File: config.mk
export PLATFORM = sky130hd
export DESIGN_NAME = csvmsa_share
export DESIGN_NICKNAME = d
export VERILOG_FILES = /design/src/rtl/core/csvmsa_pkg.sv /design/src/rtl/core/csvmsa_share.sv
export SDC_FILE = /design/constraint.sdc
export NUM_CORES = 2
export LEC_CHECK = 0
export BUFFER_PORTS_ARGS = -buffer_cell sky130_fd_sc_hd__buf_2
export CORE_UTILIZATION = 49
export CTS_CLUSTER_SIZE = 12
export DETAILED_ROUTE_END_ITERATION = 12
export PLACE_DENSITY = 0.71
export SETUP_SLACK_MARGIN = 0.02
export SYNTH_ARGS = -nofsm -noshare
export SYNTH_HDL_FRONTEND = slang
export SYNTH_SLANG_ARGS = --single-unit
File: constraint.sdc
create_clock -name clk_i -period 10.9 [get_ports clk_i]
set_clock_uncertainty 0.2 [all_clocks]
set_input_delay 1.09 -clock clk_i [delete_from_list [all_inputs] [get_ports clk_i]]
set_output_delay 1.09 -clock clk_i [all_outputs]
set_load 0.01 [all_outputs]
File: src/rtl/core/csvmsa_pkg.sv
// package: types and constants for the monthly sum aggregator
`default_nettype none
package csvmsa_pkg;

  localparam int TableDepth = 64;
  localparam int IdxW       = 6;
  localparam int FillW      = 7;

  localparam logic [7:0] SepChar   = 8'h3B;
  localparam logic [7:0] NlChar    = 8'h0A;
  localparam logic [7:0] MinusChar = 8'h2D;
  localparam logic [7:0] ZeroChar  = 8'h30;
  localparam logic [7:0] NineChar  = 8'h39;
  localparam logic [30:0] Max31    = 31'h7FFF_FFFF;
  localparam logic [19:0] Million  = 20'd1000000;
  localparam logic [19:0] HalfMillion = 20'd500000;

  // ceil(2^59 / 15625) split into two 23-bit halves, exact for 45-bit dividends
  localparam logic [22:0] RecipLo = 23'd4287452;
  localparam logic [22:0] RecipHi = 23'd4398046;

  // command codes
  localparam logic [1:0] CmdByte  = 2'd0;
  localparam logic [1:0] CmdFlush = 2'd1;
  localparam logic [1:0] CmdRead  = 2'd2;

  // configuration register indexes
  localparam logic [1:0] RegDateCol = 2'd0;
  localparam logic [1:0] RegAmtCol  = 2'd1;
  localparam logic [1:0] RegPpm     = 2'd2;

  typedef struct packed {
    logic [1:0] command;
    logic [7:0] text_byte;
    logic [5:0] entry_index;
  } req_t;

  typedef struct packed {
    logic        entry_valid;
    logic [13:0] entry_year;
    logic [6:0]  entry_month;
    logic [30:0] month_sum;
    logic [30:0] share_cents;
    logic [6:0]  entry_count;
  } res_t;

  // finished line handed from the parser to the table
  typedef struct packed {
    logic        valid;
    logic [13:0] year;
    logic [6:0]  month;
    logic [30:0] amount;
  } line_t;

  // digit value of a character, non-digits count as zero
  function automatic logic [3:0] digit_of(input logic [7:0] c);
    logic [7:0] d;
    d = c - ZeroChar;
    digit_of = (c >= ZeroChar && c <= NineChar) ? d[3:0] : 4'd0;
  endfunction

endpackage
`default_nettype wire

File: src/rtl/core/csvmsa_share.sv
// share unit: sum times ppm, then rounded division by one million
`default_nettype none
module csvmsa_share (
  input  wire logic        clk_i,
  input  wire logic        rst_ni,
  input  wire logic        start_i,
  input  wire logic [30:0] sum_i,
  input  wire logic [19:0] ppm_i,
  output logic             busy_o,
  output logic             done_o,
  output logic [30:0]      share_o
);

  // one million is 64 * 15625: drop six bits, then multiply by the scaled
  // reciprocal of 15625 as four 23 x 23 bit partial products, one a cycle
  logic [44:0] num_q;
  logic [90:0] acc_q;
  logic [1:0]  step_q;
  logic        run_q, mul_q;
  logic [30:0] sum_q;
  logic [19:0] ppm_q;
  logic [50:0] prod;
  logic [22:0] op_a, op_b;
  logic [45:0] part;
  logic [90:0] part_sh;
  logic [31:0] quot;

  assign prod = 51'(sum_q) * 51'(ppm_q) + 51'(csvmsa_pkg::HalfMillion);

  // partial product operands and their weight
  always_comb begin
    case (step_q)
      2'd0: begin
        op_a = num_q[22:0]; op_b = csvmsa_pkg::RecipLo;
      end
      2'd1: begin
        op_a = {1'b0, num_q[44:23]}; op_b = csvmsa_pkg::RecipLo;
      end
      2'd2: begin
        op_a = num_q[22:0]; op_b = csvmsa_pkg::RecipHi;
      end
      default: begin
        op_a = {1'b0, num_q[44:23]}; op_b = csvmsa_pkg::RecipHi;
      end
    endcase
  end

  assign part = op_a * op_b;

  always_comb begin
    case (step_q)
      2'd0:       part_sh = 91'(part);
      2'd1, 2'd2: part_sh = 91'(part) << 23;
      default:    part_sh = 91'(part) << 46;
    endcase
  end

  // sequencing: capture, multiply, four accumulate steps
  always_ff @(posedge clk_i or negedge rst_ni) begin
    if (!rst_ni) begin
      run_q <= 1'b0; mul_q <= 1'b0; done_o <= 1'b0; step_q <= '0;
    end else begin
      done_o <= 1'b0;
      if (start_i) begin
        mul_q <= 1'b1;
      end else if (mul_q) begin
        mul_q <= 1'b0; run_q <= 1'b1; step_q <= '0;
      end else if (run_q) begin
        step_q <= step_q + 2'd1;
        if (step_q == 2'd3) begin
          run_q <= 1'b0; done_o <= 1'b1;
        end
      end
    end
  end

  always_ff @(posedge clk_i) begin
    if (start_i) begin
      sum_q <= sum_i; ppm_q <= ppm_i;
    end else if (mul_q) begin
      num_q <= prod[50:6]; acc_q <= '0;
    end else if (run_q) begin
      acc_q <= acc_q + part_sh;
    end
  end

  // quotient is the top of the accumulator, saturated to 31 bits
  assign quot    = acc_q[90:59];
  assign share_o = quot[31] ? csvmsa_pkg::Max31 : quot[30:0];
  assign busy_o  = start_i || mul_q || run_q;

endmodule
`default_nettype wire

==> results.toml <==
[outcome]
outcome = "finished, final reports clean"

[logic_synthesis]
synth_edf_count = 186
synth_top_area_share_pct = 34.96
synthCells = 4759
muxShareOfSynthArea_pct = 0.6875
seq_area_frac_synth_pct = 13.02
synthXorXnorAreaFrac_pct = 3.155
synthFlopType = "edfxtp_1"
avgSynthCellArea_um2 = 9.216
synth.area.top_cells = "fa_1, ha_1, edfxtp_1, inv_1, nand2_1"
synth_top_family_by_area = "adder cells"
synth_compound_area_share_pct = 9.454
yosys_warnings = 0
async_flop_share_pct = 2.618
synthAdderAreaFrac_pct = 49.97
synth_area_leader_cell = "fa_1"
ys_types = 72
ys_ff_latch = 191
syn_area_mm2 = 0.04386
yosys.area_share.simple_pct = 13.85

[global_route]
grt_usage_pct = 27.71
grt_max_degree = 82
grt_pass1_wl_um = 192400
antenna_found_initial = 1
grt_pass1_vias = 35272
overflow = 0

[clock_tree]
clk_latency_ns = 0.53
root_buffer = "clkbuf_16"
cts_num_sinks = 191
htree_levels = 4
cts_buffers = 17
ctsHoldBuffers = 0
cts.clk_slew.worst_paths_ns = 0.08
clk_path_buf_depth = 2
cts_tree = "done"

[drt]
drt-pass1-iter-count = 6
drc_errors = 0
via_per_inst = 5.570
routed_wl_um = 123800
via_count = 33904
drtIter0Drc = 2366
drt-wirelength-per-cell_um = 20.33
ant_nets = 0

[timing]
min_period_ns = 10.66
timing.final.crit_share_pct = 97.83
hold_violations = 0
tightest_slew_ns = 1.071
setup_viol = 0
slew_headroom_pct = 28.62
finalWorstSetupSlack_ns = 0.2367
slew_violations = 0
fmaxAchievable_mhz = 93.78

[setup_path]
ff2ff_path_depth = 43
cp_slowest_cell = "fa_1"
timing.rr.start = "step_q[0]"
crit_fanout = 7
crit_required_ns = 10.98
max_stage_delay_ns = 0.55
worstPathArrival_ns = 10.74
critPathLaunchType = "flop"
regToRegSetupSlack_ns = 0.24
timing.critical_path.mode_cell = "inv_1"
startpoint = "step_q[0]"
endpoint = "acc_q[82]"
worst_setup_path_end_kind = "flop"
r2r-end = "acc_q[82]"
path_class = "flop to flop"

[floorplanning]
io_pins = 87
dieArea_mm2 = 0.09071
rows = 109
start_util_pct = 49.55
fp.dieW_um = 301.2
fp.coreArea_mm2 = 0.08851
die_height_um = 301.2

[placed_design]
hpwl_um = 101200
pre_cts_slack_ns = -0.1047
io_buffers = 86
gp_congestion = 0.9976

[final_layout]
area_growth_pct = 10.18
drive_above_1_share_pct = 11.64
antenna-diode-count = 0
nets = 6255

[min_path]
hold_path.class = "input pin to async pin"

[job]
cap_violations = 0
-- final cells by class --
| cell class | count | area [um2] |
|---|---|---|
| Clock buffer | 18 | 429.2 |
| Clock inverter | 14 | 168.9 |
| Fill cell | 7866 | 40190 |
| Inverter | 929 | 3498 |
| Multi-Input combinational cell | 3421 | 34580 |
| Sequential cell | 191 | 5714 |
| Tap cell | 1165 | 1458 |
| Timing Repair Buffer | 349 | 2472 |
-- registers in the layout, summed over array words and instances, names as in the netlist --
name    cells
acc_q      90
done_o      1
mul_q       1
num_q      45
ppm_q      20
run_q       1
step_q      2
sum_q      31
-- cells in the mapped netlist, types with 8 or more instances --
| library cell | instances |
|---|---|
| a211o_1 | 9 |
| a211oi_1 | 13 |
| a21o_1 | 90 |
| a21oi_1 | 204 |
| a221o_1 | 9 |
| a22o_1 | 29 |
| a31oi_1 | 21 |
| and2_1 | 235 |
| and3_1 | 14 |
| and4_1 | 9 |
| clkbuf_1 | 209 |
| edfxtp_1 | 186 |
| fa_1 | 766 |
| ha_1 | 526 |
| inv_1 | 929 |
| mux2_2 | 8 |
| mux2i_1 | 20 |
| nand2_1 | 541 |
| nand2b_1 | 17 |
| nand3_1 | 24 |
| nand4_1 | 48 |
| nor2_1 | 257 |
| nor2b_1 | 26 |
| nor3_1 | 33 |
| nor4_1 | 12 |
| o21a_1 | 24 |
| o21ai_0 | 120 |
| o21bai_1 | 46 |
| o22ai_1 | 8 |
| o31ai_1 | 8 |
| or2_2 | 51 |
| or3_1 | 14 |
| xnor2_1 | 110 |
| xor2_1 | 48 |
-- through the flow --
| stage | hold WS (ns) | std cells | utilization [%] | setup TNS, ns | cell area (um2) |
|---|---|---|---|---|---|
| 6_report | 0.1944 | 6087 | 54.60 | 0 | 48330 |
| 5_1_grt | 0.1778 | 6087 | 54.60 | -0.07673 | 48330 |
| 4_1_cts | 0.1694 | 6066 | 53.58 | 0 | 47420 |
| 3_5_place_dp | 0.3603 | 6034 | 52.89 | -0.1047 | 46810 |
| 3_3_place_gp | 0.3413 | 6034 | 52.89 | -0.01325 | 46810 |
| 2_1_floorplan | 0.3051 | 4760 | - | 0 | 43860 |
-- worst max-delay path: cells and delay by family, from the launching register on --
kind	cells	cell delay (ns)
adder cells (fa/ha/maj)	10	4.19
flip-flops	1	0.37
AND/OR/NAND/NOR	6	1.32
multiplexers	2	0.56
XOR/XNOR	1	0.18
buffers and inverters	11	1.04
AO/OA/AOI/OAI	13	2.53
-- metal layers --
metal / share of wire, % / track usage (%) / vias to the layer above
met5: 0.011 / 0 / -
met4: 4.3 / 11.97 / 2
met3: 6.8 / 4.121 / 282
met2: 49 / 46.87 / 1326
met1: 40 / 35.24 / 16949
li1: - / - / 15345
-- layout by cell type (no fill, tap or decap), drive strengths merged, types with 12 or more instances in the layout --
cell    Yosys  final
o21ai     126    126
mux2i      20     20
o21bai     46     46
inv       929    933
nor3       33     33
nand4      48     48
or3        14     14
clkbuf    210     19
a31oi      21     21
nor2      257    257
nor4       12     12
o21a       24     24
and3       14     14
xnor2     110    110
fa        766    766
xor2       48     48
nand3      24     24
or2        52     52
a21o       90     90
and2      235    235
nor2b      26     26
ha        526    526
buf         9    348
nand2b     17     17
a211oi     15     15
a21oi     207    207
edfxtp    186    186
a22o       29     29
nand2     541    541
-- how the worst min path moves through the flow --
stage	start	end	slack, ns	cells past startpoint
floorplan	run_q	run_q	0.31	2
global placement	run_q	run_q	0.34	2
detailed placement	run_q	run_q	0.36	2
CTS	rst_ni	done_o	0.17	1
global route	rst_ni	done_o	0.18	1
finish	rst_ni	done_o	0.19	1
-- logic make-up after synthesis --
family / after synthesis
other: 1
xor gates and xnor gates: 158
adders and majority gates: 1292
muxes: 29
buffers and inverters: 1148
and+or+nand+nor: 1294
DFF: 191
AOI/OAI and AO/OA: 646
-- timing repair --
action	in CTS	in global routing
setup buffers	0	20
pin swaps	0	33
cloned	0	1
setup endpoints to repair	4	46
resized for setup	3	140
Power is left out: the tool's default activity adds up to more than one toggle a clock period on the data nets, which glitch-free logic cannot reach.
