===== src/rtl/core/csvmsa_pkg.sv =====
// package: types and constants for the monthly sum aggregator
`default_nettype none
package csvmsa_pkg;

  localparam int TableDepth = 64;
  localparam int IdxW       = 6;
  localparam int FillW      = 7;

  localparam logic [7:0] SepChar   = 8'h3B;
  localparam logic [7:0] NlChar    = 8'h0A;
  localparam logic [7:0] MinusChar = 8'h2D;
  localparam logic [7:0] ZeroChar  = 8'h30;
  localparam logic [7:0] NineChar  = 8'h39;
  localparam logic [30:0] Max31    = 31'h7FFF_FFFF;
  localparam logic [19:0] Million  = 20'd1000000;
  localparam logic [19:0] HalfMillion = 20'd500000;

  // ceil(2^59 / 15625) split into two 23-bit halves, exact for 45-bit dividends
  localparam logic [22:0] RecipLo = 23'd4287452;
  localparam logic [22:0] RecipHi = 23'd4398046;

  // command codes
  localparam logic [1:0] CmdByte  = 2'd0;
  localparam logic [1:0] CmdFlush = 2'd1;
  localparam logic [1:0] CmdRead  = 2'd2;

  // configuration register indexes
  localparam logic [1:0] RegDateCol = 2'd0;
  localparam logic [1:0] RegAmtCol  = 2'd1;
  localparam logic [1:0] RegPpm     = 2'd2;

  typedef struct packed {
    logic [1:0] command;
    logic [7:0] text_byte;
    logic [5:0] entry_index;
  } req_t;

  typedef struct packed {
    logic        entry_valid;
    logic [13:0] entry_year;
    logic [6:0]  entry_month;
    logic [30:0] month_sum;
    logic [30:0] share_cents;
    logic [6:0]  entry_count;
  } res_t;

  // finished line handed from the parser to the table
  typedef struct packed {
    logic        valid;
    logic [13:0] year;
    logic [6:0]  month;
    logic [30:0] amount;
  } line_t;

  // digit value of a character, non-digits count as zero
  function automatic logic [3:0] digit_of(input logic [7:0] c);
    logic [7:0] d;
    d = c - ZeroChar;
    digit_of = (c >= ZeroChar && c <= NineChar) ? d[3:0] : 4'd0;
  endfunction

endpackage
`default_nettype wire


===== src/rtl/core/csvmsa_parser.sv =====
// line parser: column counting, date capture and amount accumulation
`default_nettype none
module csvmsa_parser (
  input  wire logic                 clk_i,
  input  wire logic                 rst_ni,
  input  wire logic                 byte_i,
  input  wire logic                 flush_i,
  input  wire logic [7:0]           char_i,
  input  wire logic [5:0]           date_col_i,
  input  wire logic [5:0]           amt_col_i,
  input  wire logic                 ppm_zero_i,
  output csvmsa_pkg::line_t         line_o
);

  logic [5:0]  col_q, col_d;
  logic [3:0]  pos_q, pos_d;
  logic [3:0]  dig_q [6];
  logic [3:0]  dig_d [6];
  logic [30:0] acc_q, acc_d;
  logic        seen_q, seen_d, neg_q, neg_d, pend_q, pend_d;
  logic        end_line;
  logic [34:0] acc_x10;
  logic [3:0]  cdig;
  logic [6:0]  month;
  logic [13:0] year;

  assign cdig    = csvmsa_pkg::digit_of(char_i);
  assign acc_x10 = {acc_q, 3'b000} + {3'b000, acc_q, 1'b0} + {31'd0, cdig};
  assign end_line = (byte_i && char_i == csvmsa_pkg::NlChar) || (flush_i && pend_q);

  // key from captured digits
  assign month = 7'(dig_q[0]) * 7'd10 + 7'(dig_q[1]);
  assign year  = 14'(dig_q[2]) * 14'd1000 + 14'(dig_q[3]) * 14'd100
               + 14'(dig_q[4]) * 14'd10 + 14'(dig_q[5]);

  // next line state
  always_comb begin
    col_d = col_q; pos_d = pos_q; acc_d = acc_q;
    seen_d = seen_q; neg_d = neg_q; pend_d = pend_q;
    for (int i = 0; i < 6; i++) dig_d[i] = dig_q[i];
    if (end_line) begin
      col_d = '0; pos_d = '0; acc_d = '0; seen_d = 1'b0; neg_d = 1'b0; pend_d = 1'b0;
      for (int i = 0; i < 6; i++) dig_d[i] = '0;
    end else if (byte_i) begin
      pend_d = 1'b1;
      if (char_i == csvmsa_pkg::SepChar) begin
        if (col_q != 6'd63) col_d = col_q + 6'd1;
      end else if (col_q == amt_col_i) begin
        if (!seen_q && char_i == csvmsa_pkg::MinusChar) neg_d = 1'b1;
        seen_d = 1'b1;
        if (char_i >= csvmsa_pkg::ZeroChar && char_i <= csvmsa_pkg::NineChar) begin
          acc_d = (acc_x10 > 35'(csvmsa_pkg::Max31)) ? csvmsa_pkg::Max31 : acc_x10[30:0];
        end
      end else if (col_q == date_col_i) begin
        if (pos_q == 4'd3 || pos_q == 4'd4) dig_d[3'(pos_q - 4'd3)] = cdig;
        else if (pos_q >= 4'd6 && pos_q <= 4'd9) dig_d[3'(pos_q - 4'd4)] = cdig;
        if (pos_q != 4'd15) pos_d = pos_q + 4'd1;
      end
    end
  end

  always_ff @(posedge clk_i or negedge rst_ni) begin
    if (!rst_ni) begin
      col_q <= '0; pos_q <= '0; acc_q <= '0;
      seen_q <= 1'b0; neg_q <= 1'b0; pend_q <= 1'b0;
      for (int i = 0; i < 6; i++) dig_q[i] <= '0;
      line_o <= '0;
    end else begin
      col_q <= col_d; pos_q <= pos_d; acc_q <= acc_d;
      seen_q <= seen_d; neg_q <= neg_d; pend_q <= pend_d;
      for (int i = 0; i < 6; i++) dig_q[i] <= dig_d[i];
      line_o.valid  <= end_line && !ppm_zero_i && !neg_q && (acc_q != '0);
      line_o.year   <= year;
      line_o.month  <= month;
      line_o.amount <= acc_q;
    end
  end

endmodule
`default_nettype wire


===== config.mk =====
export PLATFORM = sky130hd
export DESIGN_NAME = csvmsa_parser
export DESIGN_NICKNAME = d
export VERILOG_FILES = /design/src/rtl/core/csvmsa_pkg.sv /design/src/rtl/core/csvmsa_parser.sv
export SDC_FILE = /design/constraint.sdc
export NUM_CORES = 1
export LEC_CHECK = 0
export ABC_AREA = 1
export BUFFER_PORTS_ARGS = -buffer_cell sky130_fd_sc_hd__buf_2
export CORE_AREA = 2 2 149 151
export DETAILED_ROUTE_END_ITERATION = 8
export DIE_AREA = 0 0 151 153
export PLACE_DENSITY = 0.69
export SLEW_MARGIN = 20
export SYNTH_ARGS = -nofsm -noshare
export SYNTH_HDL_FRONTEND = slang
export SYNTH_SLANG_ARGS = --single-unit

===== constraint.sdc =====
create_clock -name clk_i -period 10.4 [get_ports clk_i]
set_clock_uncertainty 0.1 [all_clocks]
set_input_delay 0.52 -clock clk_i [delete_from_list [all_inputs] [get_ports clk_i]]
set_output_delay 0.52 -clock clk_i [all_outputs]
set_load 0.01 [all_outputs]

==> run summary <==
=================================================================================================
Max frequency ......................................................................    0.218 GHz
Mean post-synth cell area ..........................................................     7.77 um2
Required arrival time at the worst endpoint ........................................     10.64 ns
Total via count in the routed design ...............................................         8076
Detailed router's first-iteration violation count ..................................          410
Number of hold violations in the final report ......................................            0
Post-DP HPWL .......................................................................      17.4 mm
Hold-fix buffers at CTS ............................................................            0
Number of vias per cell ............................................................         5.02
Die area ...........................................................................   0.0231 mm2
Total iterations of the first detailed-routing run .................................            5
Clk sink count .....................................................................          121
Unrepaired setup endpoints after global routing ....................................        false
DRC viols ..........................................................................            0
Sequential area share after synthesis ..............................................        31.6%
Worst-case headroom to the max-slew limit ..........................................        43.9%
Net count after synthesis ..........................................................         1403
Max-slew violations ................................................................            0
Net total in the final layout ......................................................         1484
Die Wd .............................................................................       151 um
Signed area change from the synthesized netlist to the final layout ................        12.5%
Average wire length per cell after detail routing ..................................      14.1 um
Non-filler instance count after layout .............................................         1608
Count of synthesis-stage warnings from yosys .......................................            0
Pin count of the biggest net entering global routing ...............................           63
Total chip power ...................................................................      1.30 mW
Final count of negative-setup-slack endpoints ......................................            0
Chip Height ........................................................................       153 um
Seq cells post-synth ...............................................................          121
Worst Path Class, Setup ............................................................ flop to flop
Commonest register cell after synthesis ............................................      dfrtp_1
CTS Buffer Depth ...................................................................            2
Top cells by area, synth ........................................................... dfrtp_1, ha_1, nand2_1
Number of CTS-inserted buffers .....................................................           17
Combinational family with the most area after synthesis ............................ simple AND/OR/NAND/NOR gates
Ant. Diodes ........................................................................            0
Clock edge transition at the registers on the reported setup and hold paths ........      0.06 ns
Starting density of the core .......................................................        44.6%
Share of layout cells above drive strength 1 .......................................        13.0%
Vias in the first global route .....................................................         7985
Max FO, Critical Path ..............................................................            7
Clock tree from TritonCTS ..........................................................          yes
Total power per unit cell area .....................................................   120 mW/mm2
Share of the clock period used by the worst path after layout ......................        44.0%
Top cell type's share of synthesized area ..........................................        31.6%
Max-cap violations .................................................................            0
Endpoint of the worst register-to-register path ....................................   line_o[50]
Initial antenna violation count ....................................................            0
Worst R2R Setup Slack ..............................................................      5.82 ns
Routability congestion estimate ....................................................        0.907
Share of cell area taken by muxes after synthesis ..................................           0%
Aggregate global-route resource usage ..............................................        20.4%
Wire length of the first global-routing pass .......................................      37.9 mm
Clk Latency, worst-skew pair .......................................................      0.42 ns
Total wirelength of the detailed-routed design .....................................      22.6 mm
Outcome ............................................................................ finished, final reports clean
Post-CTS repair timing setup buffer count ..........................................            0
Worst flop-to-flop path startpoint .................................................    dig_q[14]
Post-synthesis cell type with the largest combined area ............................      dfrtp_1
Nature of the critical path endpoint ...............................................         flop
Total negative slack for setup checks ..............................................         0 ns
Minimum period implied by the final worst setup slack ..............................      4.58 ns
Count of fill cells added during filler insertion ..................................         2075
Synth async-reset ratio ............................................................         100%
EDFF count, synth ..................................................................            0
Synthesized-area fraction occupied by and/or/nand/nor cells ........................        27.5%
GR Overflow Total ..................................................................            0
Nature of the critical path startpoint .............................................         flop
Deepest level of the CTS H-tree ....................................................            4
Number of distinct library cell variants in the gate-level netlist after synthesis .           50
Peak VDD IR ........................................................................     0.103 mV
Number of I/O port buffers .........................................................           77
Leakage Power ......................................................................      6.41 nW
Synthesized area ...................................................................  0.00959 mm2
Class of the most critical hold timing path ........................................ input port to asynchronous set/reset pin
Core Area ..........................................................................   0.0215 mm2
Number of cells after detailed placement ...........................................         1576
Data arrival, critical path ........................................................      4.81 ns
Synth Area in Adders ...............................................................        20.4%
Slew of the pin with the lowest slew margin ........................................     0.839 ns
Count of boundary I/O pins .........................................................           78
Synth Area in XOR/XNOR .............................................................        4.20%
Cells after synthesis ..............................................................         1234
Number of placement rows ...........................................................           54
Complex-gate fraction of the synthesized area ......................................        7.35%
Detail Route Antenna Nets ..........................................................            0
Root buffer selected by CTS ........................................................    clkbuf_16
Number of gates resized after cts ..................................................            0
R2r worst-path depth ...............................................................           17
=================================================================================================
==> kinds of logic (layout without fill, tap and decap cells) <==
| family | count (synthesis) | after routing |
|---|---|---|
| AND/OR/NAND/NOR | 601 | 601 |
| adder cells (fa/ha/maj) | 144 | 144 |
| flip-flops | 121 | 121 |
| buffers and inverters | 203 | 297 |
| XOR/XNOR | 46 | 46 |
| AO/OA/AOI/OAI | 119 | 119 |
==> cell usage in the layout (no fill, tap or decap), drive strengths merged, types with 3 or more instances in the layout <==
master    count
nand2       378
inv         187
ha          123
dfrtp       121
nor2         90
buf          80
nand3        70
a21oi        49
o21ai        48
xnor2        29
fa           21
nand4        21
clkbuf       20
xor2         17
nor3         16
nor4         12
nand3b        7
o21bai        5
clkinvlp      5
o211ai        4
o21a          3
a31oi         3
clkinv        3
==> routing by layer <==
| layer | GRT usage [%] | vias up | routed length, um |
|---|---|---|---|
| li1 | - | 4145 | - |
| met1 | 25.0 | 3738 | 9830 |
| met2 | 36.3 | 154 | 11500 |
| met3 | 3.46 | 39 | 863 |
| met4 | 6.68 | 0 | 472 |
| met5 | 0 | - | 0 |
==> worst max path at each step <==
stage	startpoint	endpoint	slack, ns	cells after the start
after detailed placement	dig_q[14]	line_o[50]	5.84	17
after floorplan	dig_q[14]	line_o[50]	6.23	17
final	dig_q[14]	line_o[50]	5.82	17
after global placement	dig_q[14]	line_o[50]	5.91	17
after CTS	dig_q[14]	line_o[50]	5.79	17
after global routing	dig_q[14]	line_o[51]	5.50	18
==> worst max-delay path: stages, from the launching register on <==
cell,delay (ns)
dfrtp_1,0.49
fa_1,0.67
inv_1,0.10
fa_1,0.51
inv_1,0.04
ha_1,0.34
nand2_1,0.06
o21ai_0,0.29
xor2_1,0.17
inv_1,0.06
ha_1,0.29
ha_1,0.30
ha_1,0.37
nand2_1,0.09
nor3_1,0.20
nand3_1,0.12
o2111ai_1,0.14
xor2_1,0.17
==> cell type report <==
type	instances	area (um2)	area share (%)
Tap cell	280	350	3.25
Multi-Input combinational cell	910	5700	52.9
Inverter	185	697	6.46
Clock buffer	20	457	4.23
Timing Repair Buffer	80	410	3.81
Sequential cell	121	3030	28.1
Clock inverter	12	141	1.31
==> report_power, final <==
| part | internal, mW | total, mW | switching (mW) |
|---|---|---|---|
| logic | 0.0605 | 0.191 | 0.130 |
| clock network | 0.368 | 0.597 | 0.229 |
| registers | 0.489 | 0.512 | 0.0228 |
==> Yosys cell counts (3+ instances only) <==
| library cell | number |
|---|---|
| nand2_1 | 361 |
| inv_1 | 168 |
| ha_1 | 123 |
| dfrtp_1 | 121 |
| nor2_1 | 84 |
| nand3_1 | 68 |
| a21oi_1 | 46 |
| o21ai_0 | 29 |
| xnor2_1 | 29 |
| fa_1 | 21 |
| nand4_1 | 19 |
| nand2_2 | 17 |
| xor2_1 | 17 |
| inv_2 | 15 |
| nor3_1 | 14 |
| o21ai_1 | 14 |
| buf_6 | 11 |
| nor4_1 | 11 |
| nand3b_1 | 7 |
| buf_2 | 5 |
| o21bai_1 | 5 |
| o211ai_1 | 4 |
| o21ai_2 | 4 |
| a21oi_2 | 3 |
| nor2_2 | 3 |
| nor2_4 | 3 |
| o21a_1 | 3 |
==> metrics by stage <==
step / hold slack, ns / instance area, um2 / utilization [%] / worst slack (ns)
floorplan: 0.124 / 9590 / - / 6.23
global placement: 0.292 / 10200 / 47.4 / 5.91
detailed placement: 0.292 / 10200 / 47.4 / 5.84
CTS: 0.130 / 10800 / 50.2 / 5.79
global route: 0.172 / 10800 / 50.2 / 5.50
finish: 0.0973 / 10800 / 50.2 / 5.82
==> sequential cells by signal, indices dropped and copies added (netlist names) <==
register,flops
col_q,6
dig_q,24
pend_q,1
pos_q,4
line_o,53
neg_q,1
acc_q,31
seen_q,1
Power figures use the tool's default switching activity.
